**config.mk**
```make
export PLATFORM = sky130hd
export DESIGN_NAME = tcq_accum
export DESIGN_NICKNAME = d
export VERILOG_FILES = /design/src/hdl/tcq_pkg.sv /design/src/hdl/tcq_accum.sv
export SDC_FILE = /design/constraint.sdc
export NUM_CORES = 1
export LEC_CHECK = 0
export CAP_MARGIN = 20
export CORE_ASPECT_RATIO = 1.1
export CORE_MARGIN = 1.5
export CORE_UTILIZATION = 69
export CTS_CLUSTER_SIZE = 28
export DETAILED_ROUTE_END_ITERATION = 12
export DONT_BUFFER_PORTS = 1
export GPL_TIMING_DRIVEN = 0
export PLACE_DENSITY = 0.85
export SYNTH_ARGS = -nofsm -noshare
export SYNTH_HDL_FRONTEND = slang
export SYNTH_SLANG_ARGS = --single-unit
```
**constraint.sdc**
```tcl
create_clock -name clk -period 7.05 [get_ports clk]
set_input_delay 1.41 -clock clk [delete_from_list [all_inputs] [get_ports clk]]
set_output_delay 1.41 -clock clk [all_outputs]
set_load 0.03 [all_outputs]
```
**src/hdl/tcq_pkg.sv**
```systemverilog
package tcq_pkg;

	localparam int TIME_W          = 16;
	localparam int MODE_W          = 2;
	localparam int LEN_W           = 8;
	localparam int HOLD_W          = 2;
	localparam int CFG_IDX_W       = 2;
	localparam int CFG_DATA_W      = 16;
	localparam int CAL_SAMPLES_DEF = 10;

	localparam logic [TIME_W-1:0] GATE_MARGIN_RST = 16'd100;
	localparam logic [LEN_W-1:0]  SINGLE_LEN_RST  = 8'd3;
	localparam logic [LEN_W-1:0]  REPEAT_LEN_RST  = 8'd6;
	localparam logic [TIME_W-1:0] HALF_SCALE      = 16'h7FFF;
	localparam logic [HOLD_W-1:0] HOLDOFF_RELOAD  = 2'd3;

	typedef enum logic [MODE_W-1:0] {
		MODE_CAL,
		MODE_SINGLE,
		MODE_REPEAT,
		MODE_SKIP
	} mode_t;

	typedef enum logic [CFG_IDX_W-1:0] {
		REG_GATE_MARGIN,
		REG_SINGLE_LEN,
		REG_REPEAT_LEN
	} reg_idx_t;

	typedef enum logic {
		EV_CAL,
		EV_SCAN
	} ev_kind_t;

	typedef struct packed {
		logic [TIME_W-1:0] gate_margin;
		logic [LEN_W-1:0]  single_len;
		logic [LEN_W-1:0]  repeat_len;
	} cfg_t;

	// one finished calibration set or scan group travelling down the pipe
	typedef struct packed {
		ev_kind_t          kind;
		logic              rpt;
		logic [TIME_W-1:0] peak;
	} ev_t;

endpackage

```
**src/hdl/tcq_accum.sv**
```systemverilog
module tcq_accum import tcq_pkg::*; #(
	parameter int  CAL_SAMPLES = CAL_SAMPLES_DEF,
	localparam int CNT_W       = $clog2(CAL_SAMPLES),
	localparam int SUM_W       = TIME_W + $clog2(CAL_SAMPLES)
) (
	input  logic                       clk,
	input  logic                       arst_n,
	input  logic                       in_valid,
	output logic                       in_ready,
	input  logic [MODE_W-1:0]          in_mode,
	input  logic [TIME_W-1:0]          in_time,
	input  cfg_t                       cfg,
	output logic                       valid_s2,
	input  logic                       dn_ready,
	output ev_t                        ev_s2,
	output logic [SUM_W-1:0]           sum_s2,
	output logic [1:0][TIME_W-1:0]     lo_s2,
	output logic [1:0][TIME_W-1:0]     hi_s2
);

	logic              valid_s1;
	mode_t             mode_s1;
	logic [TIME_W-1:0] time_s1;

	logic [CNT_W-1:0]          cal_cnt_q;
	logic [SUM_W-1:0]          cal_sum_q;
	logic [1:0][TIME_W-1:0]    cal_lo_q;
	logic [1:0][TIME_W-1:0]    cal_hi_q;
	logic [LEN_W-1:0]          grp_cnt_q;
	logic [LEN_W-1:0]          grp_tgt_q;
	logic                      grp_rpt_q;
	logic [TIME_W-1:0]         grp_peak_q;

	logic                      is_cal;
	logic                      is_scan;
	logic                      cal_last;
	logic [SUM_W-1:0]          sum_n;
	logic [1:0][TIME_W-1:0]    lo_n;
	logic [1:0][TIME_W-1:0]    hi_n;
	logic                      grp_open;
	logic [LEN_W-1:0]          len_sel;
	logic [LEN_W-1:0]          tgt_n;
	logic                      rpt_n;
	logic [TIME_W-1:0]         peak_base;
	logic [TIME_W-1:0]         peak_n;
	logic [LEN_W-1:0]          cnt_inc;
	logic                      grp_last;
	logic                      ld_s2;
	logic                      fire;

	always_comb begin
		unique case (mode_s1)
			MODE_CAL: begin
				is_cal  = 1'b1;
				is_scan = 1'b0;
			end
			MODE_SINGLE, MODE_REPEAT: begin
				is_cal  = 1'b0;
				is_scan = 1'b1;
			end
			default: begin
				is_cal  = 1'b0;
				is_scan = 1'b0;
			end
		endcase

		// two smallest and two largest of the set, kept sorted
		lo_n = cal_lo_q;
		if (time_s1 < cal_lo_q[0]) begin
			lo_n[1] = cal_lo_q[0];
			lo_n[0] = time_s1;
		end else if (time_s1 < cal_lo_q[1]) begin
			lo_n[1] = time_s1;
		end
		hi_n = cal_hi_q;
		if (time_s1 > cal_hi_q[0]) begin
			hi_n[1] = cal_hi_q[0];
			hi_n[0] = time_s1;
		end else if (time_s1 > cal_hi_q[1]) begin
			hi_n[1] = time_s1;
		end
		sum_n    = cal_sum_q + SUM_W'(time_s1);
		cal_last = (cal_cnt_q == CNT_W'(CAL_SAMPLES - 1));

		// a scan group takes length and mode when it opens
		grp_open  = (grp_cnt_q == '0);
		len_sel   = (mode_s1 == MODE_REPEAT) ? cfg.repeat_len : cfg.single_len;
		tgt_n     = grp_tgt_q;
		rpt_n     = grp_rpt_q;
		peak_base = grp_peak_q;
		if (grp_open) begin
			tgt_n     = (len_sel == '0) ? LEN_W'(1) : len_sel;
			rpt_n     = (mode_s1 == MODE_REPEAT);
			peak_base = '0;
		end
		peak_n   = (time_s1 > peak_base) ? time_s1 : peak_base;
		cnt_inc  = grp_cnt_q + LEN_W'(1);
		grp_last = (cnt_inc >= tgt_n);

		ld_s2    = !valid_s2 || dn_ready;
		in_ready = !valid_s1 || ld_s2;
		fire     = valid_s1 && ld_s2;
	end

	always_ff @(posedge clk or negedge arst_n) begin
		if (!arst_n) begin
			valid_s1   <= 1'b0;
			valid_s2   <= 1'b0;
			cal_cnt_q  <= '0;
			cal_sum_q  <= '0;
			cal_lo_q   <= '1;
			cal_hi_q   <= '0;
			grp_cnt_q  <= '0;
			grp_tgt_q  <= '0;
			grp_rpt_q  <= 1'b0;
			grp_peak_q <= '0;
		end else begin
			if (in_ready) begin
				valid_s1 <= in_valid;
			end
			if (ld_s2) begin
				valid_s2 <= fire && ((is_cal && cal_last) || (is_scan && grp_last));
			end
			if (fire && is_cal) begin
				if (cal_last) begin
					cal_cnt_q <= '0;
					cal_sum_q <= '0;
					cal_lo_q  <= '1;
					cal_hi_q  <= '0;
				end else begin
					cal_cnt_q <= cal_cnt_q + CNT_W'(1);
					cal_sum_q <= sum_n;
					cal_lo_q  <= lo_n;
					cal_hi_q  <= hi_n;
				end
			end
			if (fire && is_scan) begin
				grp_cnt_q  <= grp_last ? '0 : cnt_inc;
				grp_tgt_q  <= tgt_n;
				grp_rpt_q  <= rpt_n;
				grp_peak_q <= peak_n;
			end
		end
	end

	always_ff @(posedge clk) begin
		if (in_ready) begin
			mode_s1 <= mode_t'(in_mode);
			time_s1 <= in_time;
		end
		if (ld_s2) begin
			ev_s2.kind <= is_cal ? EV_CAL : EV_SCAN;
			ev_s2.rpt  <= rpt_n;
			ev_s2.peak <= peak_n;
			sum_s2     <= sum_n;
			lo_s2      <= lo_n;
			hi_s2      <= hi_n;
		end
	end

`ifndef SYNTHESIS
	a_cal_cnt_range: assert property (@(posedge clk) disable iff (!arst_n)
		cal_cnt_q <= CNT_W'(CAL_SAMPLES - 1))
		else $error("calibration count past set size");
	a_extremes_sorted: assert property (@(posedge clk) disable iff (!arst_n)
		cal_lo_q[0] <= cal_lo_q[1] && cal_hi_q[0] >= cal_hi_q[1])
		else $error("calibration extremes out of order");
	a_cal_clear: assert property (@(posedge clk) disable iff (!arst_n)
		fire && is_cal && cal_last |=> cal_cnt_q == '0 && cal_sum_q == '0)
		else $error("calibration set not cleared after last sample");
`endif

endmodule

```
==> results.md <==
Outcome:
- The flow ran to the end, and the final reports show no timing, DRC or antenna violations.

Detailed routing:
- In the routed design, unresolved DRC markers number 0.
- Dividing the detail-routed via count by the number of cells gives 6.89.
- The routed layout has 10800 vias.
- The routed wire length per instance is 22.6 um.
- The post-route antenna net violation count is 0.
- The initial detailed-routing violation count is 978.
- Wires add up to 35.6 mm.
- The number of search-and-repair iterations in the first detailed-routing pass is 5.

Timing:
- The number of endpoints with negative hold slack in the final report is 0.
- The max-slew violation count was 0.
- The worst path needs 4.36 ns of the cycle, external delays included.
- Setup repair after global routing left no endpoint under its margin.
- Hold is met by 0.472 ns.
- The worst setup slack after layout is 2.69 ns.
- Clock skew on the completed layout was measured at 0.00948 ns.
- For the pin with the worst max-slew slack, the measured transition is 1.22 ns.
- Measured against its own limit, the worst slew margin works out to 0.176.
- Summed over all failing endpoints, the final setup total negative slack is 0 ns.
- The setup violation total in the final timing report is 0.
- For this run, the top clock speed supported by timing is 229 MHz.
- The part of the cycle the worst path needs is 0.619.

Floorplan:
- Measured along the x axis, the die boundary spans 136 um.
- The number of standard-cell rows in the floorplan is 53.
- The core area is 0.0192 mm2.
- The boundary pin count is 158.
- The initial core utilization is 0.704.
- The die footprint is 0.0204 mm2.
- The die boundary height is 150 um.

Power and ir drop:
- The switching power of the nets is 0.00341 W.
- The portion of total power attributed to the clock network is 0.168.
- The power consumption is 0.00760 W.
- Of the total power, the share spent switching nets is 0.449.
- For this design the static power due to leakage is 6.18 nW.
- The internal power consumption is 0.00419 W.
- The relative contribution of combinational cells to total power is 0.378.
- The share of total power dissipated in sequential elements is 0.454.
- IR analysis of the VDD net gives a maximum drop of 344 uV.
- Dividing total power by cell area gives a power density of 520 mW/mm2.

Global routing:
- The initial antenna violation count came to 0.
- The met2 track demand over resource is 0.596.
- For this run, global-route usage on met3 was measured as 0.0471.
- In this run the most used layer during global routing was met2.
- The global-route wire length before repair is 56.1 mm.
- The met1 global-route usage is 0.436.
- The number of global-route vias before repair is 10800.
- Across every metal layer, demand over resource in global routing totals 0.355.
- Summed over all layers, the global routing overflow is 0.
- The largest net degree at the start of global routing is 124.

Synthesis:
- Counting flops with a built-in enable in the synthesized netlist gives 120.
- The multiplexer fraction of the synthesized cell area is 0.0340.
- The xor-xnor portion of the synthesized cell area is 0.0156.
- The register bit total from synthesis is 243.
- The combinational family with the most area after synthesis is compound AO/OA/AOI/OAI gates.
- Of the total synthesized cell area, the portion taken by AND, OR, NAND and NOR gates is 0.115.
- During synthesis, Yosys emitted a total of 0 warnings.
- The compound-cell area share of the yosys netlist is 0.189.
- The post-synthesis instance area is 0.0135 mm2.
- The share of the Yosys chip area taken by registers is 0.498.
- In this run, distinct cell masters in the synthesized netlist total 75.
- The post-synthesis async set-or-reset flop share is 0.506.
- Synthesis handed over a netlist of 1279 instances.
- The adder-cell share of the synthesized area is 0.0998.
- Each instance of the synthesized netlist takes up on average 10.5 um2.
- The post-synth net total is 1440.
- The flip-flop cell with the highest count after synthesis is sky130_fd_sc_hd__edfxtp_1.

Setup path:
- The required time at the worst-slack endpoint is 7.39 ns.
- The count of buffer and inverter cells on the critical path is 4.
- Traced cell by cell, the critical path runs through inv_1, ha_1, nand3_1, clkbuf_1, clkbuf_1, nand2_1, ha_1, nand4_1, or3_1, a211o_1, a21oi_2, buf_4, mux2i_1.
- The largest driver fanout on the critical path is 10.
- The worst setup path is launched from a flop.
- Data arrives at the worst endpoint at 4.70 ns.
- On the critical path, the stage with the largest delay is an instance of sky130_fd_sc_hd__a21oi_2.
- The delay of the slowest cell on the worst path is 0.48 ns.
- The worst setup path is captured at a flop.
- The worst setup path is of the reg -> reg kind.
- The kind of cell with the highest combined delay along the critical path is buffers and inverters.

Placed design:
- Detailed placement ended at an HPWL of 25.1 mm.
- Including well taps, the total number of placed cells is 1528.
- The congestion estimate from routability-driven global placement came to 0.945.
- The post-placement setup slack is 2.76 ns.
- Input and output buffers added on the ports amount to 0.

Final layout:
- Fill cells in the final layout number 1265.
- In the final design database the tool counted 1469 nets.
- The post-route non-filler standard cell count is 1572.
- Of the cells placed in the final design, the portion with a size suffix greater than 1 is 0.0815.
- Relative to the synthesized area, the layout overhead comes to 8.55%.
- The count of antenna diodes in the layout is 0.

Clock network:
- After clock tree synthesis, the setup repair step added 0 buffers.
- The longest clock path from root to sink contains 3 buffers.
- TritonCTS built the clock tree.
- For this design, the sink count on the clock tree is 243.
- Clock-pin slew was measured on the worst setup and hold paths at 0.07 ns.
- The worst-skew pair later-pin latency is 0.52 ns.
- The number of clock buffers inserted by TritonCTS is 25.
- In this run the number of H-tree levels came out at 1.
- The number of hold buffers added after CTS is 0.
- Post-CTS repair changed the size of 0 cells.
- The tree is rooted in a sky130_fd_sc_hd__clkbuf_16.

Flow run:
- The tool flagged a number of max-cap violations equal to 0.

Hold path:
- The classification of the worst-slack hold path is reg -> reg.
[logic make-up (layout without fill, tap and decap cells)]
family / after synthesis / after routing
xor+xnor: 24 / 24
fa+ha+maj: 107 / 107
simple gates: 320 / 320
mux: 45 / 45
buf+inv: 167 / 213
compound gates: 373 / 373
flops: 243 / 243
[cells in the final DEF, fill, tap and decap left out, types with 25 or more instances in the layout]
master	count
sky130_fd_sc_hd__dfrtp_1	91
sky130_fd_sc_hd__nand3_1	70
sky130_fd_sc_hd__edfxtp_1	120
sky130_fd_sc_hd__clkbuf_16	25
sky130_fd_sc_hd__o21ai_0	78
sky130_fd_sc_hd__ha_1	106
sky130_fd_sc_hd__a21oi_1	78
sky130_fd_sc_hd__dfstp_2	32
sky130_fd_sc_hd__nand4_1	33
sky130_fd_sc_hd__nor2_1	67
sky130_fd_sc_hd__inv_1	93
sky130_fd_sc_hd__a22o_1	25
sky130_fd_sc_hd__nand2_1	88
sky130_fd_sc_hd__clkbuf_1	60
sky130_fd_sc_hd__mux2i_1	39
[Yosys cell counts (all sizes together) (8+ instances only)]
library cell,count,area share
o22a,16,0.010
edfxtp,120,0.27
o31ai,18,0.010
ha,106,0.098
xor2,8,0.0052
mux2i,39,0.029
nor3,12,0.0045
a21o,16,0.0089
nand2b,10,0.0046
nand3,70,0.026
nand2,88,0.024
nor2,67,0.019
buf,19,0.0072
a211oi,8,0.0048
o21ai,98,0.036
clkbuf,55,0.015
a32oi,16,0.010
a31oi,17,0.0079
a21oi,79,0.030
dfrtp,91,0.17
o32ai,16,0.010
nor2b,8,0.0037
inv,93,0.026
dfstp,32,0.062
a22o,25,0.016
nand4,34,0.016
a32o,16,0.012
and2,10,0.0046
xnor2,16,0.010
[cell type report]
class	count	area (um2)	area share
flip-flops and latches	243	6720	0.459
inverters	93	349	0.0238
clock inverters	12	109	0.00744
clock buffers	32	672	0.0459
repair buffers	2	55.1	0.00376
multi-input cells	869	6120	0.418
well taps	247	309	0.0211
plain buffers	74	304	0.0208
[power groups by stage]
stage / Clock, W / Sequential [W] / Combinational [W]
5_1_grt: 0.00134 / 0.00352 / 0.00318
2_1_floorplan: 0 / 0.00328 / 0.00212
3_3_place_gp: 0 / 0.00344 / 0.00264
4_1_cts: 0.00128 / 0.00344 / 0.00283
3_5_place_dp: 0 / 0.00346 / 0.00279
6_report: 0.00128 / 0.00345 / 0.00287
[stage by stage]
stage / area, um2 / util
final: 14600 / 0.764
after CTS: 14600 / 0.764
after global routing: 14600 / 0.764
after global placement: 13800 / 0.720
after floorplan: 13500 / -
after detailed placement: 13900 / 0.723
[state kept, by name (all words and copies together), names as in the netlist, 2 cells and up]
register,flops
cal_hi_q,32
cal_lo_q,32
hi_s2,32
lo_s2,32
cal_sum_q,20
sum_s2,20
ev_s2,18
grp_peak_q,16
time_s1,16
grp_cnt_q,8
grp_tgt_q,8
cal_cnt_q,4
mode_s1,2
[final timing paths]
check | start | slack [ns] | cells after the start | to
hold / removal | cal_sum_q[2]$_DFFE_PN0P_ | 0.47 | 2 | cal_sum_q[2]$_DFFE_PN0P_
setup / recovery | grp_cnt_q[0]$_DFFE_PN0P_ | 2.69 | 13 | ev_s2[6]$_DFFE_PN_
hold reg to reg | cal_sum_q[2]$_DFFE_PN0P_ | 0.47 | 2 | cal_sum_q[2]$_DFFE_PN0P_
setup reg to reg | grp_cnt_q[0]$_DFFE_PN0P_ | 2.69 | 13 | ev_s2[6]$_DFFE_PN_
min in group asynchronous | arst_n | 0.59 | 0 | grp_peak_q[11]$_DFFE_PN0P_
max in group asynchronous | arst_n | 6.07 | 0 | cal_lo_q[18]$_DFFE_PN1P_
[routing by layer]
layer	up-vias	part of all wire
met2	596	0.49
met1	5215	0.37
met4	0	0.061
met3	157	0.080
met5	-	0
li1	4863	-
[tightest hold or removal path, delay by kind of cell, from the launching register on]
kind	cells	cell delay (ns)
and+or+nand+nor	2	0.10
DFF	1	0.35
(Power assumes the default switching activity.)
