### config.mk
export PLATFORM = sky130hd
export DESIGN_NAME = tcq_decide
export DESIGN_NICKNAME = d
export VERILOG_FILES = /design/src/hdl/tcq_pkg.sv /design/src/hdl/tcq_decide.sv
export SDC_FILE = /design/constraint.sdc
export NUM_CORES = 1
export LEC_CHECK = 0
export BUFFER_PORTS_ARGS = -buffer_cell sky130_fd_sc_hd__buf_4
export CAP_MARGIN = 20
export CORE_MARGIN = 3
export CORE_UTILIZATION = 52
export DETAILED_ROUTE_END_ITERATION = 8
export PLACE_DENSITY = 0.92
export SYNTH_ARGS = -nofsm -noshare
export SYNTH_HDL_FRONTEND = slang
export SYNTH_SLANG_ARGS = --single-unit
### constraint.sdc
create_clock -name clk -period 4.4 [get_ports clk]
set_input_delay 0.88 -clock clk [delete_from_list [all_inputs] [get_ports clk]]
set_output_delay 0.88 -clock clk [all_outputs]
set_load 0.02 [all_outputs]
### src/hdl/tcq_pkg.sv
package tcq_pkg;

	localparam int TIME_W          = 16;
	localparam int MODE_W          = 2;
	localparam int LEN_W           = 8;
	localparam int HOLD_W          = 2;
	localparam int CFG_IDX_W       = 2;
	localparam int CFG_DATA_W      = 16;
	localparam int CAL_SAMPLES_DEF = 10;

	localparam logic [TIME_W-1:0] GATE_MARGIN_RST = 16'd100;
	localparam logic [LEN_W-1:0]  SINGLE_LEN_RST  = 8'd3;
	localparam logic [LEN_W-1:0]  REPEAT_LEN_RST  = 8'd6;
	localparam logic [TIME_W-1:0] HALF_SCALE      = 16'h7FFF;
	localparam logic [HOLD_W-1:0] HOLDOFF_RELOAD  = 2'd3;

	typedef enum logic [MODE_W-1:0] {
		MODE_CAL,
		MODE_SINGLE,
		MODE_REPEAT,
		MODE_SKIP
	} mode_t;

	typedef enum logic [CFG_IDX_W-1:0] {
		REG_GATE_MARGIN,
		REG_SINGLE_LEN,
		REG_REPEAT_LEN
	} reg_idx_t;

	typedef enum logic {
		EV_CAL,
		EV_SCAN
	} ev_kind_t;

	typedef struct packed {
		logic [TIME_W-1:0] gate_margin;
		logic [LEN_W-1:0]  single_len;
		logic [LEN_W-1:0]  repeat_len;
	} cfg_t;

	// one finished calibration set or scan group travelling down the pipe
	typedef struct packed {
		ev_kind_t          kind;
		logic              rpt;
		logic [TIME_W-1:0] peak;
	} ev_t;

endpackage

### src/hdl/tcq_decide.sv
module tcq_decide import tcq_pkg::*; (
	input  logic              clk,
	input  logic              arst_n,
	input  logic              valid_s4,
	output logic              up_ready,
	input  ev_t               ev_s4,
	input  cfg_t              cfg,
	output logic              out_valid,
	input  logic              out_ready,
	output logic              out_kind,
	output logic              out_touched,
	output logic              out_failed,
	output logic [TIME_W-1:0] out_level
);

	logic [TIME_W-1:0] baseline_q;
	logic [HOLD_W-1:0] holdoff_q;
	logic              valid_q;
	logic              kind_q;
	logic              touched_q;
	logic              failed_q;
	logic [TIME_W-1:0] level_q;

	logic              ld;
	logic              fire;
	logic [TIME_W:0]   thresh;
	logic              hit;
	logic [HOLD_W-1:0] hold_base;
	logic [HOLD_W-1:0] hold_hit;
	logic [HOLD_W-1:0] hold_n;
	logic              touch_n;

	always_comb begin
		ld       = !valid_q || out_ready;
		up_ready = ld;
		fire     = valid_s4 && ld;

		// threshold is taken one bit wider so it never wraps
		thresh    = {1'b0, baseline_q} + {1'b0, cfg.gate_margin};
		hit       = {1'b0, ev_s4.peak} > thresh;
		hold_base = ev_s4.rpt ? '0 : holdoff_q;
		touch_n   = hit && (hold_base == '0);
		hold_hit  = hit ? HOLDOFF_RELOAD : hold_base;
		hold_n    = (hold_hit != '0) ? hold_hit - HOLD_W'(1) : '0;
	end

	always_ff @(posedge clk or negedge arst_n) begin
		if (!arst_n) begin
			valid_q    <= 1'b0;
			baseline_q <= '0;
			holdoff_q  <= '0;
		end else begin
			if (ld) begin
				valid_q <= valid_s4;
			end
			if (fire) begin
				if (ev_s4.kind == EV_CAL) begin
					baseline_q <= ev_s4.peak;
				end else begin
					holdoff_q <= hold_n;
				end
			end
		end
	end

	always_ff @(posedge clk) begin
		if (ld) begin
			kind_q    <= ev_s4.kind;
			level_q   <= ev_s4.peak;
			touched_q <= (ev_s4.kind == EV_SCAN) && touch_n;
			failed_q  <= (ev_s4.kind == EV_CAL) && (ev_s4.peak > HALF_SCALE);
		end
	end

	assign out_valid   = valid_q;
	assign out_kind    = kind_q;
	assign out_touched = touched_q;
	assign out_failed  = failed_q;
	assign out_level   = level_q;

`ifndef SYNTHESIS
	a_holdoff_never_reload: assert property (@(posedge clk) disable iff (!arst_n)
		holdoff_q != HOLDOFF_RELOAD)
		else $error("hold-off left at reload value after a group");
	a_baseline_load: assert property (@(posedge clk) disable iff (!arst_n)
		fire && ev_s4.kind == EV_CAL |=> baseline_q == $past(ev_s4.peak))
		else $error("baseline not taken from calibration result");
	a_flags_by_kind: assert property (@(posedge clk) disable iff (!arst_n)
		valid_q |-> !(touched_q && kind_q == EV_CAL) && !(failed_q && kind_q == EV_SCAN))
		else $error("result flag set for the wrong event kind");
	a_touch_sets_holdoff: assert property (@(posedge clk) disable iff (!arst_n)
		fire && ev_s4.kind == EV_SCAN && hit |=> holdoff_q == HOLDOFF_RELOAD - HOLD_W'(1))
		else $error("touching group did not restart hold-off");
`endif

endmodule

==> results of run 1 <==
==> cells in the mapped netlist, types with 2 or more instances <==
library cell / number / area [µm²]
a211oi_2: 2 / 25.0
a21o_1: 8 / 60.1
a21oi_1: 11 / 55.1
a221o_1: 2 / 20.0
a311oi_1: 2 / 17.5
and2_1: 2 / 12.5
and3_1: 2 / 12.5
dfrtp_1: 19 / 475
edfxtp_1: 19 / 571
ha_1: 32 / 400
inv_1: 5 / 18.8
mux2_2: 15 / 169
nand2_1: 11 / 41.3
nand2b_1: 5 / 31.3
nand3_1: 8 / 40.0
nor2_1: 13 / 48.8
nor2b_1: 4 / 25.0
nor3_1: 3 / 15.0
nor4_1: 3 / 18.8
o211a_1: 2 / 20.0
o211ai_1: 2 / 15.0
o21a_1: 2 / 15.0
o21ai_0: 7 / 35.0
o21bai_1: 2 / 15.0
o22ai_1: 2 / 12.5
or4_1: 2 / 15.0
xnor2_1: 5 / 43.8
xor2_1: 7 / 61.3
==> layer usage <==
metal	part of all wire, %	up-vias	global-route usage (%)
met5	0	-	0
met4	0.97	0	5.93
met3	6.3	9	4.54
met2	49	64	34.3
met1	43	937	24.3
li1	-	964	-
==> state kept, by name, summed over array words and instances, names as in the netlist <==
name / cells
out_failed: 1
holdoff_q: 2
out_touched: 1
out_kind: 1
baseline_q: 16
out_valid: 1
out_level: 16
==> where the power goes <==
group,leakage (nW),switching [W],internal [W],total [W]
Combinational,0.981,0.000311,0.000289,0.000599
Clock,0.0482,0.000123,0.000127,0.000250
Sequential,0.419,0.0000260,0.000426,0.000452
==> cell families (layout without fill, tap and decap cells) <==
kind of cell / Yosys count / in the layout / share of synthesized area, %
flip-flops: 38 / 38 / 42.4
multiplexers: 15 / 15 / 6.85
adder cells (fa/ha/maj): 33 / 33 / 17.0
AO/OA/AOI/OAI: 52 / 52 / 15.7
buffers and inverters: 8 / 76 / 1.52
AND/OR/NAND/NOR: 58 / 58 / 12.2
XOR/XNOR: 12 / 12 / 4.26
==> worst paths after layout <==
check	start	to	slack, ns	cells past startpoint
max	cfg[16]	out_touched	0.22	17
min	arst_n	baseline_q[1]	0.46	1
max reg2reg	baseline_q[0]	out_touched	0.54	16
min reg2reg	baseline_q[0]	baseline_q[0]	0.50	2
max in group asynchronous	arst_n	baseline_q[10]	3.72	1
min in group clk	baseline_q[0]	baseline_q[0]	0.50	2
==> per-stage QoR <==
stage	util [%]	setup WS, ns	power, W
floorplan	-	0.351	0.000877
global route	68.8	0.00755	0.00139
detailed placement	66.7	-0.0640	0.00105
finish	68.8	0.221	0.00130
global placement	66.7	0.0132	0.00102
CTS	68.8	0.227	0.00130
==> cell type report <==
type	instances	area, µm²
clock buffer	7	86.3
clock inverter	1	5.00
fill	337	1400
sequential	38	1050
inverter	5	18.8
tap	52	65.1
multi-input combinational	170	1380
timing repair buffer	63	473
==> cell usage in the layout, fill, tap and decap left out, types with 8 or more instances in the layout <==
| cell | instances |
|---|---|
| nand2_1 | 11 |
| edfxtp_1 | 19 |
| dfrtp_1 | 19 |
| ha_1 | 32 |
| mux2_2 | 15 |
| a21oi_1 | 11 |
| nor2_1 | 13 |
| nand3_1 | 8 |
| buf_4 | 63 |
| a21o_1 | 8 |
==> impl_metrics.json, run 1 <==
{
  "status": "complete, no violations",
  "start_kind": "primary input",
  "numCtsBuffers": 5,
  "drc": 0,
  "route.vias.total": 1974,
  "worstMarginPinSlew_ns": 0.911,
  "synth_flop_cell": "edfxtp_1",
  "clock_skew_ns": 0.00596,
  "relSlewSlack_pct": 39.1,
  "core_area_um2": 4470,
  "synth_cells": 216,
  "cts_tree": "built",
  "dp_hpwl_um": 4130,
  "drtIter0Drc": 78,
  "drt-pass1-iter-count": 4,
  "max_stage_delay_ns": 0.40,
  "arrival_ns": 4.34,
  "port_buffers": 58,
  "ctsResizeCount": 0,
  "die_w_um": 74.9,
  "timing.final.crit_share_pct": 95.0,
  "cts_htree_levels": 2,
  "fin_area_um2": 3080,
  "setup_violations": 0,
  "wl_per_cell_um": 16.0,
  "synth-edff-count": 19,
  "end_kind": "register",
  "critPathMaxFanout": 3,
  "layout-drive-gt1-share_pct": 31.7,
  "peakVddDrop_mv": 0.275,
  "final_nets": 370,
  "clkLatencyLatePin_ns": 0.29,
  "antenna_left": 0,
  "yosysWarnings": 0,
  "critPathRequiredTime_ns": 4.56,
  "ys_seq_area_share_pct": 42.4,
  "hold_ws_ns": 0.463,
  "grt_pass1_wl_um": 8490,
  "syn-cell-area_um2": 2470,
  "grt-ovfl-total": 0,
  "hold_viol_final": 0,
  "antenna_cells": 0,
  "postCtsSetupRepairBufs": 0,
  "layout_min_cycle_time_ns": 4.18,
  "synthArstFlopShare_pct": 50.0,
  "core.rowCount": 24,
  "clk_root_buffer_cell": "clkbuf_8",
  "crit_slowest_cell": "fa_1",
  "finalWirelength_um": 5360,
  "fmax_mhz": 239,
  "grt_usage_pct": 19.7,
  "drv_cap": 0,
  "cts_hold_buf": 0,
  "synth_cell_types": 47,
  "rsz0062_at_grt": "no",
  "syn_area_per_cell_um2": 11.4,
  "placed_cell_area_um2": 2990,
  "fin_setup_tns_ns": 0,
  "p_leak_nw": 1.45,
  "crit_buf_inv": 2,
  "cp_top_family": "compound AO/OA/AOI/OAI gates",
  "die_y_um": 74.9,
  "cts.path.max_buffers": 2,
  "clkSlewWorstSetupHoldPaths_ns": 0.08,
  "vias_per_cell": 5.88,
  "start_util_pct": 55.1,
  "slew_viol_final": 0,
  "dieArea_um2": 5600,
  "routabilityCongestion": 0.847,
  "ios": 75,
  "fin_cells": 336,
  "antenna_found_initial": 0,
  "clock-sinks": 38,
  "grt_start_max_net_pins": 24,
  "synthToLayoutAreaGrowth_pct": 24.8,
  "ys_ff_latch": 38,
  "synth_fp_nets": 303,
  "cp_cell_sequence": "buf_4 > ha_1 > fa_1 > a211o_1 > a211oi_2 > nor2_1 > a221oi_2 > buf_4 > nor2_1 > a311oi_1 > ha_1 > o21ai_0 > nand2b_1 > a21oi_1 > a2111o_1 > a211oi_2 > o211a_1",
  "dp.cells": 328,
  "grt_pass1_vias": 1923,
  "min_path_type": "in2async",
  "path_class": "in2reg",
  "power.density_nw_per_um2": 423
}
Power figures use the tool's default switching activity.
==> inputs of run 2 (changes only) <==
==> constraint.sdc (replaced) <==
create_clock -name clk -period 4.09 [get_ports clk]
set_input_delay 0.818 -clock clk [delete_from_list [all_inputs] [get_ports clk]]
set_output_delay 0.818 -clock clk [all_outputs]
set_load 0.02 [all_outputs]
==> run 2 against run 1 <==
  * Critical path depth is the same
  * Flip-flop and latch count is the same
  * Global-route usage grew 1.6 points
==> impl_metrics.json, run 2 (same netlist as run 1, synthesis figures left out) <==
{
  "grt_usage_pct": 21.3,
  "layout-drive-gt1-share_pct": 35.8,
  "critPathMaxFanout": 3,
  "dieArea_um2": 5600,
  "p_leak_nw": 1.48,
  "r2r_end": "out_touched",
  "ios": 75,
  "drtIter0Drc": 90,
  "vias_per_cell": 6.03,
  "synthToLayoutAreaGrowth_pct": 29.3,
  "port_buffers": 58,
  "status": "complete, no violations",
  "grt_pass1_wl_um": 9110,
  "drt-pass1-iter-count": 4,
  "clock_skew_ns": 0.00676,
  "route.vias.total": 2049,
  "layout_min_cycle_time_ns": 4.02,
  "clock-sinks": 38,
  "slew_viol_final": 0,
  "cts_htree_levels": 2,
  "grt-ovfl-total": 0,
  "dp_hpwl_um": 4300,
  "drv_cap": 0,
  "crit_end": "out_touched",
  "cts_tree": "built",
  "final_nets": 374,
  "pre_cts_ws_ns": -0.356,
  "clk_root_buffer_cell": "clkbuf_8",
  "grt_start_max_net_pins": 24,
  "die_y_um": 74.9,
  "relSlewSlack_pct": 41.9,
  "most-common-layout-cells": "buf_4, ha_1, dfrtp_1, edfxtp_1, mux2_2",
  "critPathRequiredTime_ns": 4.15,
  "setup_violations": 0,
  "die_w_um": 74.9,
  "r2r_setup_slack_ns": 0.24,
  "cts.path.max_buffers": 2,
  "worstMarginPinSlew_ns": 0.869,
  "core_area_um2": 4470,
  "hold_viol_final": 0,
  "path_class": "in2reg",
  "finalWirelength_um": 5880,
  "arrival_ns": 4.08,
  "peakVddDrop_mv": 0.278,
  "antenna_found_initial": 0,
  "end_kind": "register",
  "clkSlewWorstSetupHoldPaths_ns": 0.08,
  "clkLatencyLatePin_ns": 0.29,
  "numCtsBuffers": 5,
  "start_kind": "primary input",
  "routabilityCongestion": 0.865,
  "wl_per_cell_um": 17.3,
  "antenna_cells": 0,
  "drc": 0,
  "grt_pass1_vias": 2063,
  "reg2reg_depth": 16,
  "power.density_nw_per_um2": 477,
  "rsz0062_at_grt": "yes",
  "min_path_type": "in2async",
  "r2r_start": "baseline_q[0]",
  "fin_ws_ns": 0.0690,
  "crit_path_start": "cfg[16]",
  "start_util_pct": 55.1,
  "final_common_cell": "buf_4",
  "antenna_left": 0,
  "timing.final.crit_share_pct": 98.3,
  "core.rowCount": 24,
  "fin_util_pct": 71.3,
  "fmax_mhz": 249
}
-- run 2: final cells by class --
class,instances,area [µm²]
Fill cell,306,1280
Inverter,5,18.8
Sequential cell,38,1050
Tap cell,52,65.1
Multi-Input combinational cell,170,1440
Clock inverter,3,40.0
Timing Repair Buffer,67,507
Clock buffer,5,68.8
-- run 2: what timing repair did --
item | 4_1_cts | 5_1_grt
resized for setup | 6 | 8
setup buffers | 1 | 1
endpoints found under the setup margin | 2 | 3
hold buffers | 0 | 0
pin swaps | 11 | 13
-- run 2: worst min path at each step --
stage,end,start,depth (start not counted)
after global routing,out_valid,arst_n,1
after floorplan,baseline_q[0],baseline_q[0],2
after global placement,baseline_q[0],baseline_q[0],2
after CTS,baseline_q[15],arst_n,1
final,out_valid,arst_n,1
after detailed placement,baseline_q[0],baseline_q[0],2
-- run 2: where the power goes --
group / switching [W] / total (W) / internal, W
combinational: 0.000373 / 0.000713 / 0.000341
clock: 0.000141 / 0.000320 / 0.000180
sequential: 0.0000286 / 0.000486 / 0.000458
total: 0.000542 / 0.00152 / 0.000978
-- run 2: per-layer routing --
metal  vias to the layer above  GRT usage, %  share of wire [%]
met3                        21          6.94                6.8
met2                        79          37.0                 50
met4                         0          7.11                2.2
met5                         -             0                  0
met1                       982          24.8                 41
li1                        967             -                  -
-- run 2: worst max-delay path, cell delays in order --
cell	delay, ns
buf_6	0.10
ha_4	0.15
fa_2	0.36
a211o_1	0.32
a211oi_4	0.28
nor2_2	0.09
buf_4	0.14
o21ai_0	0.14
nand2b_1	0.10
xnor2_1	0.14
ha_1	0.30
and4_1	0.22
nand4_1	0.17
nor4_2	0.38
a2111o_1	0.18
a211oi_4	0.05
o211a_1	0.13
-- run 2: metrics by stage --
stage          cell area, µm²  hold slack, ns  total power [W]  cells  TNS [ns]
3_5_place_dp             3000           0.497          0.00114    330    -0.924
6_report                 3190           0.389          0.00152    340         0
5_1_grt                  3190           0.402          0.00162    340   -0.0377
4_1_cts                  3140           0.403          0.00147    339         0
3_3_place_gp             3000           0.467          0.00110    330    -0.556
2_1_floorplan            2470           0.454         0.000944    216         0
==> inputs of run 3 (changes only) <==
--- a/config.mk
+++ b/config.mk
@@ -10,7 +10,9 @@
 export CORE_MARGIN = 3
 export CORE_UTILIZATION = 52
 export DETAILED_ROUTE_END_ITERATION = 8
+export GPL_TIMING_DRIVEN = 0
 export PLACE_DENSITY = 0.92
+export SETUP_SLACK_MARGIN = 0.2
 export SYNTH_ARGS = -nofsm -noshare
 export SYNTH_HDL_FRONTEND = slang
 export SYNTH_SLANG_ARGS = --single-unit
==> run 3 against run 2 <==
  * Routed wire length grew 4.0%
  * Via count is 0.44% lower
  * Clock skew is 0.0030 ns higher
  * Die area is the same
  * Critical endpoint unchanged
  * Highest routed layer unchanged
==> impl_metrics.json, run 3 (same netlist as run 1, synthesis figures left out) <==
{
  "status": "complete, no violations",
  "final_common_cell": "buf_4",
  "clkLatencyLatePin_ns": 0.30,
  "antenna_left": 0,
  "clkSlewWorstSetupHoldPaths_ns": 0.08,
  "grt_pass1_vias": 2035,
  "dieArea_um2": 5600,
  "drt-pass1-iter-count": 4,
  "core_area_um2": 4470,
  "timing.final.crit_share_pct": 95.9,
  "critPathRequiredTime_ns": 4.15,
  "multiInputGateArea_um2": 1450,
  "route.vias.total": 2040,
  "final_nets": 372,
  "drc": 0,
  "fin_setup_tns_ns": 0,
  "die_w_um": 74.9,
  "critPathMaxFanout": 3,
  "relSlewSlack_pct": 56.6,
  "grt_usage_pct": 23.0,
  "p_leak_nw": 1.45,
  "die_y_um": 74.9,
  "peakVddDrop_mv": 0.205,
  "fin_ws_ns": 0.166,
  "vias_per_cell": 6.04,
  "routabilityCongestion": 0.851,
  "core.rowCount": 24,
  "hold_viol_final": 0,
  "layout-drive-gt1-share_pct": 35.0,
  "most-common-layout-cells": "buf_4, ha_1, dfrtp_1, edfxtp_1, mux2_2",
  "total_power_w": 0.00144,
  "synthToLayoutAreaGrowth_pct": 28.0,
  "ff_latch_area_um2": 1050,
  "r2r_setup_slack_ns": 0.35,
  "fillCellCount": 328,
  "reg2reg_depth": 13,
  "grt_pass1_wl_um": 9460,
  "finalWirelength_um": 6110,
  "pre_cts_ws_ns": -0.215,
  "port_buffers": 58,
  "worstMarginPinSlew_ns": 0.651,
  "clock-sinks": 38,
  "start_kind": "primary input",
  "grt_start_max_net_pins": 24,
  "min_path_type": "in2async",
  "antenna_found_initial": 0,
  "end_kind": "register",
  "start_util_pct": 55.1,
  "antenna_cells": 0,
  "rsz0062_at_grt": "yes",
  "cts.path.max_buffers": 2,
  "clock_skew_ns": 0.00975,
  "power.density_nw_per_um2": 457,
  "grt-ovfl-total": 0,
  "ios": 75,
  "setup_violations": 0,
  "r2r_start": "baseline_q[0]",
  "drv_cap": 0,
  "r2r_end": "out_touched",
  "cts_htree_levels": 2,
  "layout_min_cycle_time_ns": 3.92,
  "numCtsBuffers": 5,
  "drtIter0Drc": 122,
  "wl_per_cell_um": 18.1,
  "clk_root_buffer_cell": "clkbuf_8",
  "cts_tree": "built",
  "arrival_ns": 3.99,
  "fmax_mhz": 255,
  "dp_hpwl_um": 4370,
  "path_class": "in2reg",
  "slew_viol_final": 0
}
[run 3: power by group]
part	total, W	internal (W)	switching (W)
registers	0.000487	0.000458	0.0000291
clock network	0.000251	0.000117	0.000135
logic	0.000703	0.000328	0.000376
total	0.00144	0.000903	0.000539
[run 3: layer usage]
| layer | vias to the layer above | part of all wire [%] | global-route usage, % |
|---|---|---|---|
| met1 | 975 | 38 | 25.0 |
| met2 | 76 | 52 | 40.8 |
| met5 | - | 0 | 0 |
| li1 | 968 | - | - |
| met3 | 21 | 5.3 | 5.87 |
| met4 | 0 | 4.1 | 12.5 |
[run 3: how the worst max path moves through the flow]
stage	startpoint	end	cells after the start
2_1_floorplan	cfg[16]	out_touched	14
3_3_place_gp	cfg[16]	out_touched	15
3_5_place_dp	cfg[16]	out_touched	15
4_1_cts	cfg[16]	out_touched	15
5_1_grt	cfg[16]	out_touched	17
6_report	cfg[16]	out_touched	14
[run 3: area by class of cell]
class / instances / share of cell area (%)
multi-input cells: 170 / 45.8
flip-flops and latches: 38 / 33.1
repair buffers: 62 / 15.1
clock buffers: 5 / 2.18
well taps: 52 / 2.06
plain buffers: 3 / 0.595
inverters: 5 / 0.595
clock inverters: 3 / 0.515
[run 3: worst max-delay path: stages]
cell and delay (ns):
buf_6 0.10, ha_4 0.15, fa_2 0.37, a211o_1 0.30, a211oi_2 0.26, nor2_2 0.10
a221oi_2 0.32, buf_4 0.20, a311oi_2 0.10, ha_1 0.21, or4_1 0.49, a211oi_2 0.30
a211oi_4 0.13, o211a_1 0.14
[run 3: what timing repair did]
item | CTS | global route
pin swaps | 8 | 5
hold buffers | 0 | 0
setup endpoints to repair | 3 | 3
buffers inserted | 2 | 1
resized for setup | 4 | 10
[run 3: through the flow]
stage          cell area [µm²]  hold slack [ns]  instances  util [%]
4_1_cts                   3090            0.398        336      69.0
3_3_place_gp              2970            0.471        326      66.4
5_1_grt                   3160            0.395        338      70.5
6_report                  3160            0.389        338      70.5
2_1_floorplan             2470            0.458        216         -
3_5_place_dp              2970            0.499        326      66.4
