<file path="src/hdl/tcq_pkg.sv">
package tcq_pkg;

	localparam int TIME_W          = 16;
	localparam int MODE_W          = 2;
	localparam int LEN_W           = 8;
	localparam int HOLD_W          = 2;
	localparam int CFG_IDX_W       = 2;
	localparam int CFG_DATA_W      = 16;
	localparam int CAL_SAMPLES_DEF = 10;

	localparam logic [TIME_W-1:0] GATE_MARGIN_RST = 16'd100;
	localparam logic [LEN_W-1:0]  SINGLE_LEN_RST  = 8'd3;
	localparam logic [LEN_W-1:0]  REPEAT_LEN_RST  = 8'd6;
	localparam logic [TIME_W-1:0] HALF_SCALE      = 16'h7FFF;
	localparam logic [HOLD_W-1:0] HOLDOFF_RELOAD  = 2'd3;

	typedef enum logic [MODE_W-1:0] {
		MODE_CAL,
		MODE_SINGLE,
		MODE_REPEAT,
		MODE_SKIP
	} mode_t;

	typedef enum logic [CFG_IDX_W-1:0] {
		REG_GATE_MARGIN,
		REG_SINGLE_LEN,
		REG_REPEAT_LEN
	} reg_idx_t;

	typedef enum logic {
		EV_CAL,
		EV_SCAN
	} ev_kind_t;

	typedef struct packed {
		logic [TIME_W-1:0] gate_margin;
		logic [LEN_W-1:0]  single_len;
		logic [LEN_W-1:0]  repeat_len;
	} cfg_t;

	// one finished calibration set or scan group travelling down the pipe
	typedef struct packed {
		ev_kind_t          kind;
		logic              rpt;
		logic [TIME_W-1:0] peak;
	} ev_t;

endpackage

</file>
<file path="src/hdl/tcq_div.sv">
module tcq_div import tcq_pkg::*; #(
	parameter int  CAL_SAMPLES = CAL_SAMPLES_DEF,
	localparam int SUM_W       = TIME_W + $clog2(CAL_SAMPLES)
) (
	input  logic                   clk,
	input  logic                   arst_n,
	input  logic                   valid_s2,
	output logic                   up_ready,
	input  ev_t                    ev_s2,
	input  logic [SUM_W-1:0]       sum_s2,
	input  logic [1:0][TIME_W-1:0] lo_s2,
	input  logic [1:0][TIME_W-1:0] hi_s2,
	output logic                   valid_s4,
	input  logic                   dn_ready,
	output ev_t                    ev_s4
);

	// floor(n / DIVISOR) as (n * RECIP) >> SHIFT, exact for every n below 2**SUM_W
	localparam int DIVISOR = CAL_SAMPLES - 4;
	localparam int FRAC    = $clog2(DIVISOR);
	localparam int SHIFT   = SUM_W + FRAC;
	localparam int RCP_W   = SUM_W + 1;
	localparam int PROD_W  = SUM_W + RCP_W;
	localparam longint unsigned RECIP_VAL =
		((longint'(1) << SHIFT) + longint'(DIVISOR) - 1) / longint'(DIVISOR);
	localparam logic [RCP_W-1:0] RECIP = RCP_W'(RECIP_VAL);

	logic              valid_s3;
	ev_t               ev_s3;
	logic [SUM_W-1:0]  trim_s3;

	logic [SUM_W-1:0]  trim;
	logic [PROD_W-1:0] prod;
	logic [TIME_W-1:0] quot;
	logic              ld_s3;
	logic              ld_s4;

	always_comb begin
		trim = sum_s2 - SUM_W'(lo_s2[0]) - SUM_W'(lo_s2[1])
			- SUM_W'(hi_s2[0]) - SUM_W'(hi_s2[1]);
		prod = PROD_W'(trim_s3) * PROD_W'(RECIP);
		quot = prod[SHIFT +: TIME_W];

		ld_s4    = !valid_s4 || dn_ready;
		ld_s3    = !valid_s3 || ld_s4;
		up_ready = ld_s3;
	end

	always_ff @(posedge clk or negedge arst_n) begin
		if (!arst_n) begin
			valid_s3 <= 1'b0;
			valid_s4 <= 1'b0;
		end else begin
			if (ld_s3) begin
				valid_s3 <= valid_s2;
			end
			if (ld_s4) begin
				valid_s4 <= valid_s3;
			end
		end
	end

	always_ff @(posedge clk) begin
		if (ld_s3) begin
			ev_s3   <= ev_s2;
			trim_s3 <= trim;
		end
		if (ld_s4) begin
			ev_s4.kind <= ev_s3.kind;
			ev_s4.rpt  <= ev_s3.rpt;
			ev_s4.peak <= (ev_s3.kind == EV_CAL) ? quot : ev_s3.peak;
		end
	end

`ifndef SYNTHESIS
	a_s4_follows_s3: assert property (@(posedge clk) disable iff (!arst_n)
		ld_s4 && valid_s3 |=> valid_s4)
		else $error("divider stage dropped a transaction");
	a_scan_level_passes: assert property (@(posedge clk) disable iff (!arst_n)
		ld_s4 && valid_s3 && ev_s3.kind == EV_SCAN |=> ev_s4.peak == $past(ev_s3.peak))
		else $error("scan peak altered in divider stage");
	a_stall_holds: assert property (@(posedge clk) disable iff (!arst_n)
		valid_s4 && !dn_ready |=> valid_s4 && $stable(ev_s4))
		else $error("stalled divider output changed");
`endif

endmodule

</file>
<file path="config.mk">
export PLATFORM = sky130hd
export DESIGN_NAME = tcq_div
export DESIGN_NICKNAME = d
export VERILOG_FILES = /design/src/hdl/tcq_pkg.sv /design/src/hdl/tcq_div.sv
export SDC_FILE = /design/constraint.sdc
export NUM_CORES = 1
export LEC_CHECK = 0
export BUFFER_PORTS_ARGS = -buffer_cell sky130_fd_sc_hd__buf_2
export CAP_MARGIN = 25
export CELL_PAD_IN_SITES_DETAIL_PLACEMENT = 0
export CELL_PAD_IN_SITES_GLOBAL_PLACEMENT = 1
export CORE_AREA = 2 2 205 157
export CTS_CLUSTER_DIAMETER = 50
export DETAILED_ROUTE_END_ITERATION = 10
export DIE_AREA = 0 0 207 159
export HOLD_SLACK_MARGIN = 0.12
export PLACE_DENSITY = 0.66
export SYNTH_ARGS = -nofsm -noshare
export SYNTH_HDL_FRONTEND = slang
export SYNTH_SLANG_ARGS = --single-unit
</file>
<file path="constraint.sdc">
create_clock -name clk -period 8.3 [get_ports clk]
set_clock_uncertainty 0.05 [all_clocks]
set_input_delay 0.83 -clock clk [delete_from_list [all_inputs] [get_ports clk]]
set_output_delay 0.83 -clock clk [all_outputs]
set_load 0.1 [all_outputs]
</file>
==> impl_metrics.csv, run 1 <==
group,metric,value,unit
outcome,status,"finished, final reports clean",
finish,area_growth,13.3,%
worst_setup_path,r2r-start,"trim_s3[9]",
clocking,tritoncts,"done",
detailed_routing,firstDrtPassIters,5,
synthesis,synthCells,983,
clocking,ctsHoldBuffers,0,
floorplan,die_area,32900,sq um
synthesis,synth.cell_area,10700,sq um
worst_setup_path,path_buf_inv,4,
place,port_buffers,125,
timing,setup_slack,1920,ps
finish,layout_commonest_cell,"inv_1",
global_route,track_usage,14.8,%
clocking,cts-buffers-inserted,9,
worst_setup_path,cpMostUsedCell,"fa_1",
worst_setup_path,crit_cells,20,
timing,finalHoldViolations,0,
finish,instances_no_fill,1527,
clocking,cts_root_buffer,"clkbuf_16",
clocking,clk_pin_slew,50,ps
synthesis,synthesis.nets,1469,
detailed_routing,first_iter_violations,324,
timing,holdWs,210,ps
run,cap_violations,0,
worst_setup_path,crit_chain,"ha_1, ha_1, inv_1, fa_1, fa_1, inv_1, fa_1, fa_1, inv_1, fa_1, inv_1, ha_1, a21oi_1, o21ai_0, nor2_1, a21oi_1, a31oi_1, o21ai_2, a2111o_1, o221a_2",
synthesis,synth_edf_count,56,
worst_setup_path,r2r_slack,1920,ps
worst_setup_path,slowest_stage,"edfxtp_1",
timing,slew_violations,0,
detailed_routing,vias_per_cell,4.55,
detailed_routing,drtAntennaViolNets,0,
worst_setup_path,rr_worst_depth,20,
timing,fin_tns_setup,0,ps
worst_setup_path,critPathCaptureType,"register",
worst_setup_path,rr_endpoint,"ev_s4[12]",
floorplan,num_rows,56,
place,dp_slack,1820,ps
worst_setup_path,critical_path.endpoint,"ev_s4[12]",
global_route,grt_pass1_wl,38.4,mm
floorplan,die_y,159,um
floorplan,ios,126,
synthesis,ys_seq_elements,58,
floorplan,start_util,34.6,%
place,place_inst,1510,
synthesis,ys_warn_count,0,
floorplan,chipWidth,207,um
timing,fin_crit_sh,76.9,%
worst_setup_path,crit_path_start_kind,"register",
timing,setup_viol,0,
place,gp_congestion,0.850,
detailed_routing,routedWlPerCell,15.3,um
timing,fmax,0.157,GHz
worst_setup_path,critPathRequiredTime,8350,ps
synthesis,syn_avg_cell_area,10.8,sq um
worst_setup_path,crit_type,"register to register",
timing,rsz0062_at_grt,"false",
finish,nNetsFinal,1602,
timing,worst_pin_slew,631,ps
clocking,h-tree-depth,3,
worst_setup_path,startpoint,"trim_s3[9]",
finish,drive_above_1_share,14.4,%
detailed_routing,vias,6949,
worst_setup_path,max_stage_delay,590,ps
timing,slew_headroom,57.8,%
worst_setup_path,cp.arrival,6430,ps
finish,final_cell_mix,"inv_1, ha_1, fa_1",
worst_setup_path,path_max_fanout,7,
clocking,cts_setup_buffers,0,
global_route,grt_pass1_vias,7216,
finish,insertedDiodeCount,0,
worst_hold_path,hp-class,"input pin to async pin",
global_route,gr-total-overflow,0,
synthesis,synth_cell_types,55,
worst_setup_path,critical-path-top-delay-family,"adder cells",
clocking,cts_sinks,58,
timing,period_minus_slack,6380,ps
place,dp_hpwl,21.1,mm
detailed_routing,wl,23.3,mm
floorplan,core_area,30800,sq um
synthesis,ys.flop_type,"edfxtp_1",
global_route,grt_antenna_before_repair,0,
clocking,clk_latency,350,ps
synthesis,ys_seq_area_share,16.2,%
detailed_routing,drc,0,
global_route,grt_max_degree,39,
synthesis,synthArstFlopShare,3.45,%
clocking,ctsResizeCount,0,
clocking,clock_path_buffers,2,
[cells by family after synthesis]
family,after synthesis,share of synthesized area (%)
compound gates,119,8.42
xor+xnor,34,2.79
fa+ha+maj,380,57.5
buf+inv,288,10.1
flops,58,16.2
simple gates,104,4.90
[sequential cells by signal, summed over array words and instances (netlist names)]
| name | cells |
|---|---|
| valid_s3 | 1 |
| trim_s3 | 20 |
| valid_s4 | 1 |
| ev_s3 | 18 |
| ev_s4 | 18 |
[Yosys cell counts, types with 3 or more instances]
master     count  area (sq um)
o31ai_1        8          60.1
nor2b_1        3          18.8
o21ai_1        3          15.0
a31o_2         3          26.3
edfxtp_1      56          1680
inv_1        282          1060
nor2_1        17          63.8
or2_2          3          18.8
a21oi_1       29           145
xnor2_1       21           184
fa_1         183          3660
xor2_1        13           114
a211oi_1       4          30.0
a2111oi_0      3          26.3
or3_1          5          31.3
o21ai_0       14          70.1
and2_1         7          43.8
and3_1         5          31.3
nand2b_1       7          43.8
clkbuf_1       6          22.5
nor3_1         9          45.0
nand3_1       11          55.1
nand4_1        6          37.5
ha_1         197          2460
o21bai_1       5          37.5
o21a_1         8          60.1
a21o_1        13          97.6
nand2_1       27           101
[final cells by class]
class,count,area [sq um]
fill,3067,18700
multi-input combinational,637,7850
sequential,58,1730
inverter,282,1060
timing repair buffer,128,652
tap,406,508
clock buffer,9,225
clock inverter,7,60.1
[how the worst min path moves through the flow]
stage | slack (ps) | end | cells past startpoint
after floorplan | 350 | ev_s4[16] | 0
after global placement | 350 | ev_s4[16] | 0
after detailed placement | 390 | ev_s4[16] | 0
after CTS | 200 | valid_s4 | 1
after global routing | 200 | valid_s3 | 1
final | 210 | valid_s4 | 1
[per-stage QoR]
stage          cell area [sq um]  util [%]
6_report                   12100      39.2
5_1_grt                    12100      39.2
4_1_cts                    12100      39.1
3_5_place_dp               11800      38.2
3_3_place_gp               11800      38.2
2_1_floorplan              10700         -
[routing by layer]
metal	GRT usage, %	part of all wire [%]	up-vias
met5	0	0	-
met4	2.63	0.76	0
met3	2.05	4.0	9
met2	21.2	42	128
met1	23.6	53	3375
li1	-	-	3437
Power of run 1 is left out: the tool's default activity adds up to more than one toggle a clock period on the data nets, which glitch-free logic cannot reach.
==> run 2: changes to the inputs <==
- clock period: 8.3 -> 6.7 ns (I/O delays scaled with it)
==> run 2 against run 1 <==
Net effect: first-iteration DRC count is 14% lower; non-clock buffer count is 9 higher; wire length hardly changed; sequential cell count stayed put; clock-buffer cell count stayed put; final area is 0.49% higher; fmax is 1.8% higher; critical endpoint is now ev_s4[14]; largest cell class unchanged; highest routed layer unchanged.
==> impl_metrics.csv, run 2 (same netlist as run 1, synthesis figures left out) <==
group,metric,value,unit
outcome,status,"finished, final reports clean",
detailed_routing,drc,0,
clocking,cts_root_buffer,"clkbuf_16",
finish,largestRegisters,"trim_s3 x20, ev_s3 x18, ev_s4 x18",
clocking,clk_pin_slew,50,ps
global_route,gr-total-overflow,0,
worst_setup_path,cp.arrival,6300,ps
floorplan,core_area,30800,sq um
timing,slew_headroom,35.6,%
worst_setup_path,slowest_stage,"fa_1",
worst_hold_path,min_from,"ev_s3[16]",
clocking,cts_setup_buffers,0,
timing,rsz0062_at_grt,"false",
timing,fmax,0.159,GHz
floorplan,die_y,159,um
timing,fin_tns_setup,0,ps
worst_setup_path,path_buf_inv,2,
finish,nNetsFinal,1611,
run,cap_violations,0,
worst_setup_path,startpoint,"trim_s3[10]",
worst_setup_path,r2r_slack,430,ps
global_route,grt_max_degree,39,
worst_hold_path,holdPathEnd,"ev_s4[16]",
clocking,h-tree-depth,3,
timing,slew_violations,0,
place,dp_hpwl,20.9,mm
worst_setup_path,max_stage_delay,580,ps
worst_setup_path,r2r-start,"trim_s3[10]",
finish,regMostFlops,"trim_s3",
floorplan,ios,126,
clocking,clk_latency,350,ps
global_route,grt_antenna_before_repair,0,
finish,area_growth,13.9,%
timing,finalHoldViolations,0,
finish,layout_commonest_cell,"inv_1",
clocking,clock_path_buffers,2,
place,dpl_cell_area,11900,sq um
global_route,grt_pass1_wl,38.2,mm
worst_setup_path,critPathRequiredTime,6730,ps
worst_hold_path,hp-class,"register to register",
floorplan,start_util,34.6,%
detailed_routing,first_iter_violations,279,
global_route,track_usage,14.7,%
worst_hold_path,hold_depth,0,
detailed_routing,firstDrtPassIters,4,
finish,final_cell_mix,"inv_1, ha_1, fa_1",
timing,worst_pin_slew,965,ps
floorplan,num_rows,56,
finish,largest_register_ffs,20,
floorplan,die_area,32900,sq um
detailed_routing,vias_per_cell,4.59,
worst_setup_path,crit_type,"register to register",
worst_setup_path,crit_chain,"ha_1, ha_1, fa_1, fa_1, fa_1, fa_1, inv_1, fa_1, inv_1, ha_1, a21oi_1, o21ai_0, nor2_1, a21oi_1, a31o_2, o31a_1, a2111oi_2, a221oi_2",
worst_setup_path,path_max_fanout,7,
worst_setup_path,rr_worst_depth,18,
global_route,grt_pass1_vias,7395,
detailed_routing,wl,23.3,mm
worst_setup_path,critPathCaptureType,"register",
finish,fin_area,12100,sq um
place,port_buffers,125,
worst_setup_path,crit_path_start_kind,"register",
worst_setup_path,cpMostUsedCell,"fa_1",
clocking,tritoncts,"done",
detailed_routing,routedWlPerCell,15.2,um
finish,insertedDiodeCount,0,
timing,setup_viol,0,
clocking,cts_sinks,58,
finish,drive_above_1_share,15.2,%
worst_setup_path,rr_endpoint,"ev_s4[14]",
timing,fin_crit_sh,93.6,%
worst_setup_path,critical-path-top-delay-family,"adder cells",
clocking,cts-buffers-inserted,9,
floorplan,chipWidth,207,um
detailed_routing,vias,7051,
detailed_routing,drtAntennaViolNets,0,
timing,period_minus_slack,6270,ps
place,gp_congestion,0.859,
[run 2: layout make-up]
| type | instances | area [sq um] |
|---|---|---|
| fillers | 3116 | 18700 |
| well taps | 406 | 508 |
| inverters | 282 | 1060 |
| clock inverters | 7 | 36.3 |
| clock buffers | 9 | 225 |
| flip-flops and latches | 58 | 1730 |
| multi-input cells | 637 | 7860 |
| repair buffers | 137 | 718 |
[run 2: worst max path at each step]
stage	to	depth (start not counted)
finish	ev_s4[14]	18
detailed placement	ev_s4[14]	22
CTS	ev_s4[15]	22
global route	ev_s4[14]	22
global placement	ev_s4[12]	22
floorplan	ev_s4[14]	22
[run 2: per-stage QoR]
| stage | util, % | instances | setup WS (ps) | hold slack [ps] |
|---|---|---|---|---|
| after floorplan | - | 983 | 800 | 324 |
| after global placement | 38.4 | 1519 | 384 | 354 |
| after detailed placement | 38.4 | 1519 | 290 | 355 |
| after CTS | 39.3 | 1536 | 271 | 368 |
| after global routing | 39.4 | 1536 | 58.1 | 390 |
| final | 39.4 | 1536 | 429 | 366 |
[run 2: what timing repair did]
item / in CTS / in global routing
endpoints found under the setup margin: 0 / 4
resized for setup: 0 / 3
hold buffers: 1 / 0
endpoints found under the hold margin: 2 / 0
[run 2: worst register-to-register path: cells and delay by family (launching register included)]
family,cells,cell delay (ps)
buffers and inverters,2,90
AO/OA/AOI/OAI,7,1590
adder cells (fa/ha/maj),8,3560
AND/OR/NAND/NOR,1,180
flip-flops,1,560
[run 2: per-layer routing]
layer / routed length (um) / vias up / global-route usage [%]
met2: 9990 / 111 / 21.5
met4: 299 / 0 / 3.21
met5: 0 / - / 0
met3: 932 / 18 / 2.23
li1: - / 3448 / -
met1: 12100 / 3474 / 22.6
Power of run 2 is left out for the same reason.
==> run 3: changes to the inputs <==
- REMOVE_ABC_BUFFERS: unset -> 1
==> run 3 against run 2 <==
Net effect: worst setup slack got worse by 48 ps; hold slack better by 11 ps; core utilization is 0.10 points higher; wire length is 1.7% higher; sequential cell count stayed put; first-iteration DRC count rose by 16%; clock-buffer cell count unchanged; final area increased by 0.26%; critical path type unchanged.
==> impl_metrics.csv, run 3 (same netlist as run 1, synthesis figures left out) <==
group,metric,value,unit
finish,area_growth,14.2,%
timing,period_minus_slack,6320,ps
clocking,cts_sinks,58,
floorplan,start_util,34.6,%
clocking,clk_pin_slew,50,ps
floorplan,die_y,159,um
worst_setup_path,r2r_slack,380,ps
timing,rsz0062_at_grt,"false",
place,dp_hpwl,21.2,mm
place,port_buffers,125,
timing,setup_viol,0,
worst_setup_path,slowest_stage,"fa_1",
clocking,clock_path_buffers,2,
floorplan,die_area,32900,sq um
worst_setup_path,r2r-start,"trim_s3[9]",
finish,regMostFlops,"trim_s3",
detailed_routing,vias,7039,
detailed_routing,first_iter_violations,325,
global_route,grt_antenna_before_repair,0,
worst_setup_path,rr_endpoint,"ev_s4[12]",
timing,fmax,0.158,GHz
detailed_routing,vias_per_cell,4.58,
worst_setup_path,cpMostUsedCell,"fa_1",
global_route,grt_max_degree,39,
finish,nNetsFinal,1614,
global_route,gr-total-overflow,0,
worst_setup_path,startpoint,"trim_s3[9]",
global_route,grt_pass1_vias,7454,
detailed_routing,wl,23.7,mm
finish,final_cell_mix,"inv_1, ha_1, fa_1",
detailed_routing,drtAntennaViolNets,0,
floorplan,num_rows,56,
worst_setup_path,critPathRequiredTime,6740,ps
run,cap_violations,0,
worst_setup_path,critPathCaptureType,"register",
clocking,cts-buffers-inserted,9,
timing,finalHoldViolations,0,
detailed_routing,firstDrtPassIters,4,
worst_hold_path,hp-class,"register to register",
finish,largest_register_ffs,20,
finish,insertedDiodeCount,0,
detailed_routing,routedWlPerCell,15.4,um
worst_setup_path,critical_path.endpoint,"ev_s4[12]",
worst_setup_path,max_stage_delay,560,ps
worst_setup_path,cp.arrival,6360,ps
outcome,status,"finished, final reports clean",
detailed_routing,drc,0,
clocking,tritoncts,"done",
finish,drive_above_1_share,14.9,%
clocking,h-tree-depth,3,
floorplan,core_area,30800,sq um
floorplan,ios,126,
worst_setup_path,path_max_fanout,7,
timing,fin_crit_sh,94.3,%
timing,slew_violations,0,
timing,worst_pin_slew,598,ps
floorplan,chipWidth,207,um
global_route,track_usage,15.2,%
place,gp_congestion,0.870,
global_route,grt_pass1_wl,39.5,mm
worst_setup_path,crit_chain,"ha_1, ha_1, inv_1, fa_1, fa_1, inv_1, fa_1, fa_1, inv_1, fa_1, inv_1, ha_1, a21oi_1, o21ai_0, nor2_1, a21oi_1, a31oi_1, o21ai_2, a2111o_1, o221a_2",
worst_setup_path,crit_type,"register to register",
clocking,cts_root_buffer,"clkbuf_16",
finish,layout_commonest_cell,"inv_1",
worst_setup_path,rr_worst_depth,20,
worst_setup_path,crit_path_start_kind,"register",
finish,largestRegisters,"trim_s3 x20, ev_s3 x18, ev_s4 x18",
timing,fin_tns_setup,0,ps
clocking,clk_latency,340,ps
timing,slew_headroom,60.1,%
-- run 3: cell count changes in the layout (fill, tap and decap cells not counted), sizes merged --
cell    change
clkinv      -2
bufinv      +1
buf         +3
-- run 3: layout make-up --
cell class              instances  area (sq um)
inverters                     282          1060
multi-input cells             637          7850
well taps                     406           508
flip-flops and latches         58          1730
fillers                      3090         18700
clock buffers                   9           225
clock inverters                 6          48.8
repair buffers                140           748
-- run 3: how the worst min path moves through the flow --
| stage | from | endpoint | slack, ps | cells past startpoint |
|---|---|---|---|---|
| after floorplan | arst_n | valid_s3 | 320 | 0 |
| after global placement | ev_s3[16] | ev_s4[16] | 350 | 0 |
| after global routing | ev_s3[16] | ev_s4[16] | 390 | 0 |
| final | ev_s3[16] | ev_s4[16] | 380 | 0 |
| after CTS | ev_s3[16] | ev_s4[16] | 390 | 0 |
| after detailed placement | ev_s3[16] | ev_s4[16] | 370 | 0 |
-- run 3: through the flow --
stage               utilization [%]  std cells  worst slack (ps)  hold slack [ps]  area (sq um)
floorplan                         -        977               783              324         10600
global placement               38.4       1516               396              353         11800
detailed placement             38.4       1516               243              367         11800
CTS                            39.3       1532               220              385         12100
global route                   39.5       1538              70.7              391         12200
finish                         39.5       1538               381              377         12200
-- run 3: what timing repair did --
item | 4_1_cts | 5_1_grt
hold buffers | 1 | 0
endpoints found under the setup margin | 0 | 5
endpoints found under the hold margin | 2 | 0
resized for setup | 0 | 1
setup buffers | 0 | 5
-- run 3: layer usage --
layer	share of wire (%)	GRT usage [%]	routed length, um	up-vias
met4	1.1	3.02	249	0
met5	0	0	0	-
met3	5.7	3.91	1350	19
met2	43	22.2	10100	142
li1	-	-	-	3452
met1	51	22.6	12000	3426
-- run 3: critical path, delay by kind of cell, from the launching register on --
kind	cells	cell delay [ps]
AND/OR/NAND/NOR	1	160
flip-flops	1	530
adder cells (fa/ha/maj)	8	3520
AO/OA/AOI/OAI	7	1610
buffers and inverters	4	210
Power of run 3 is left out for the same reason.
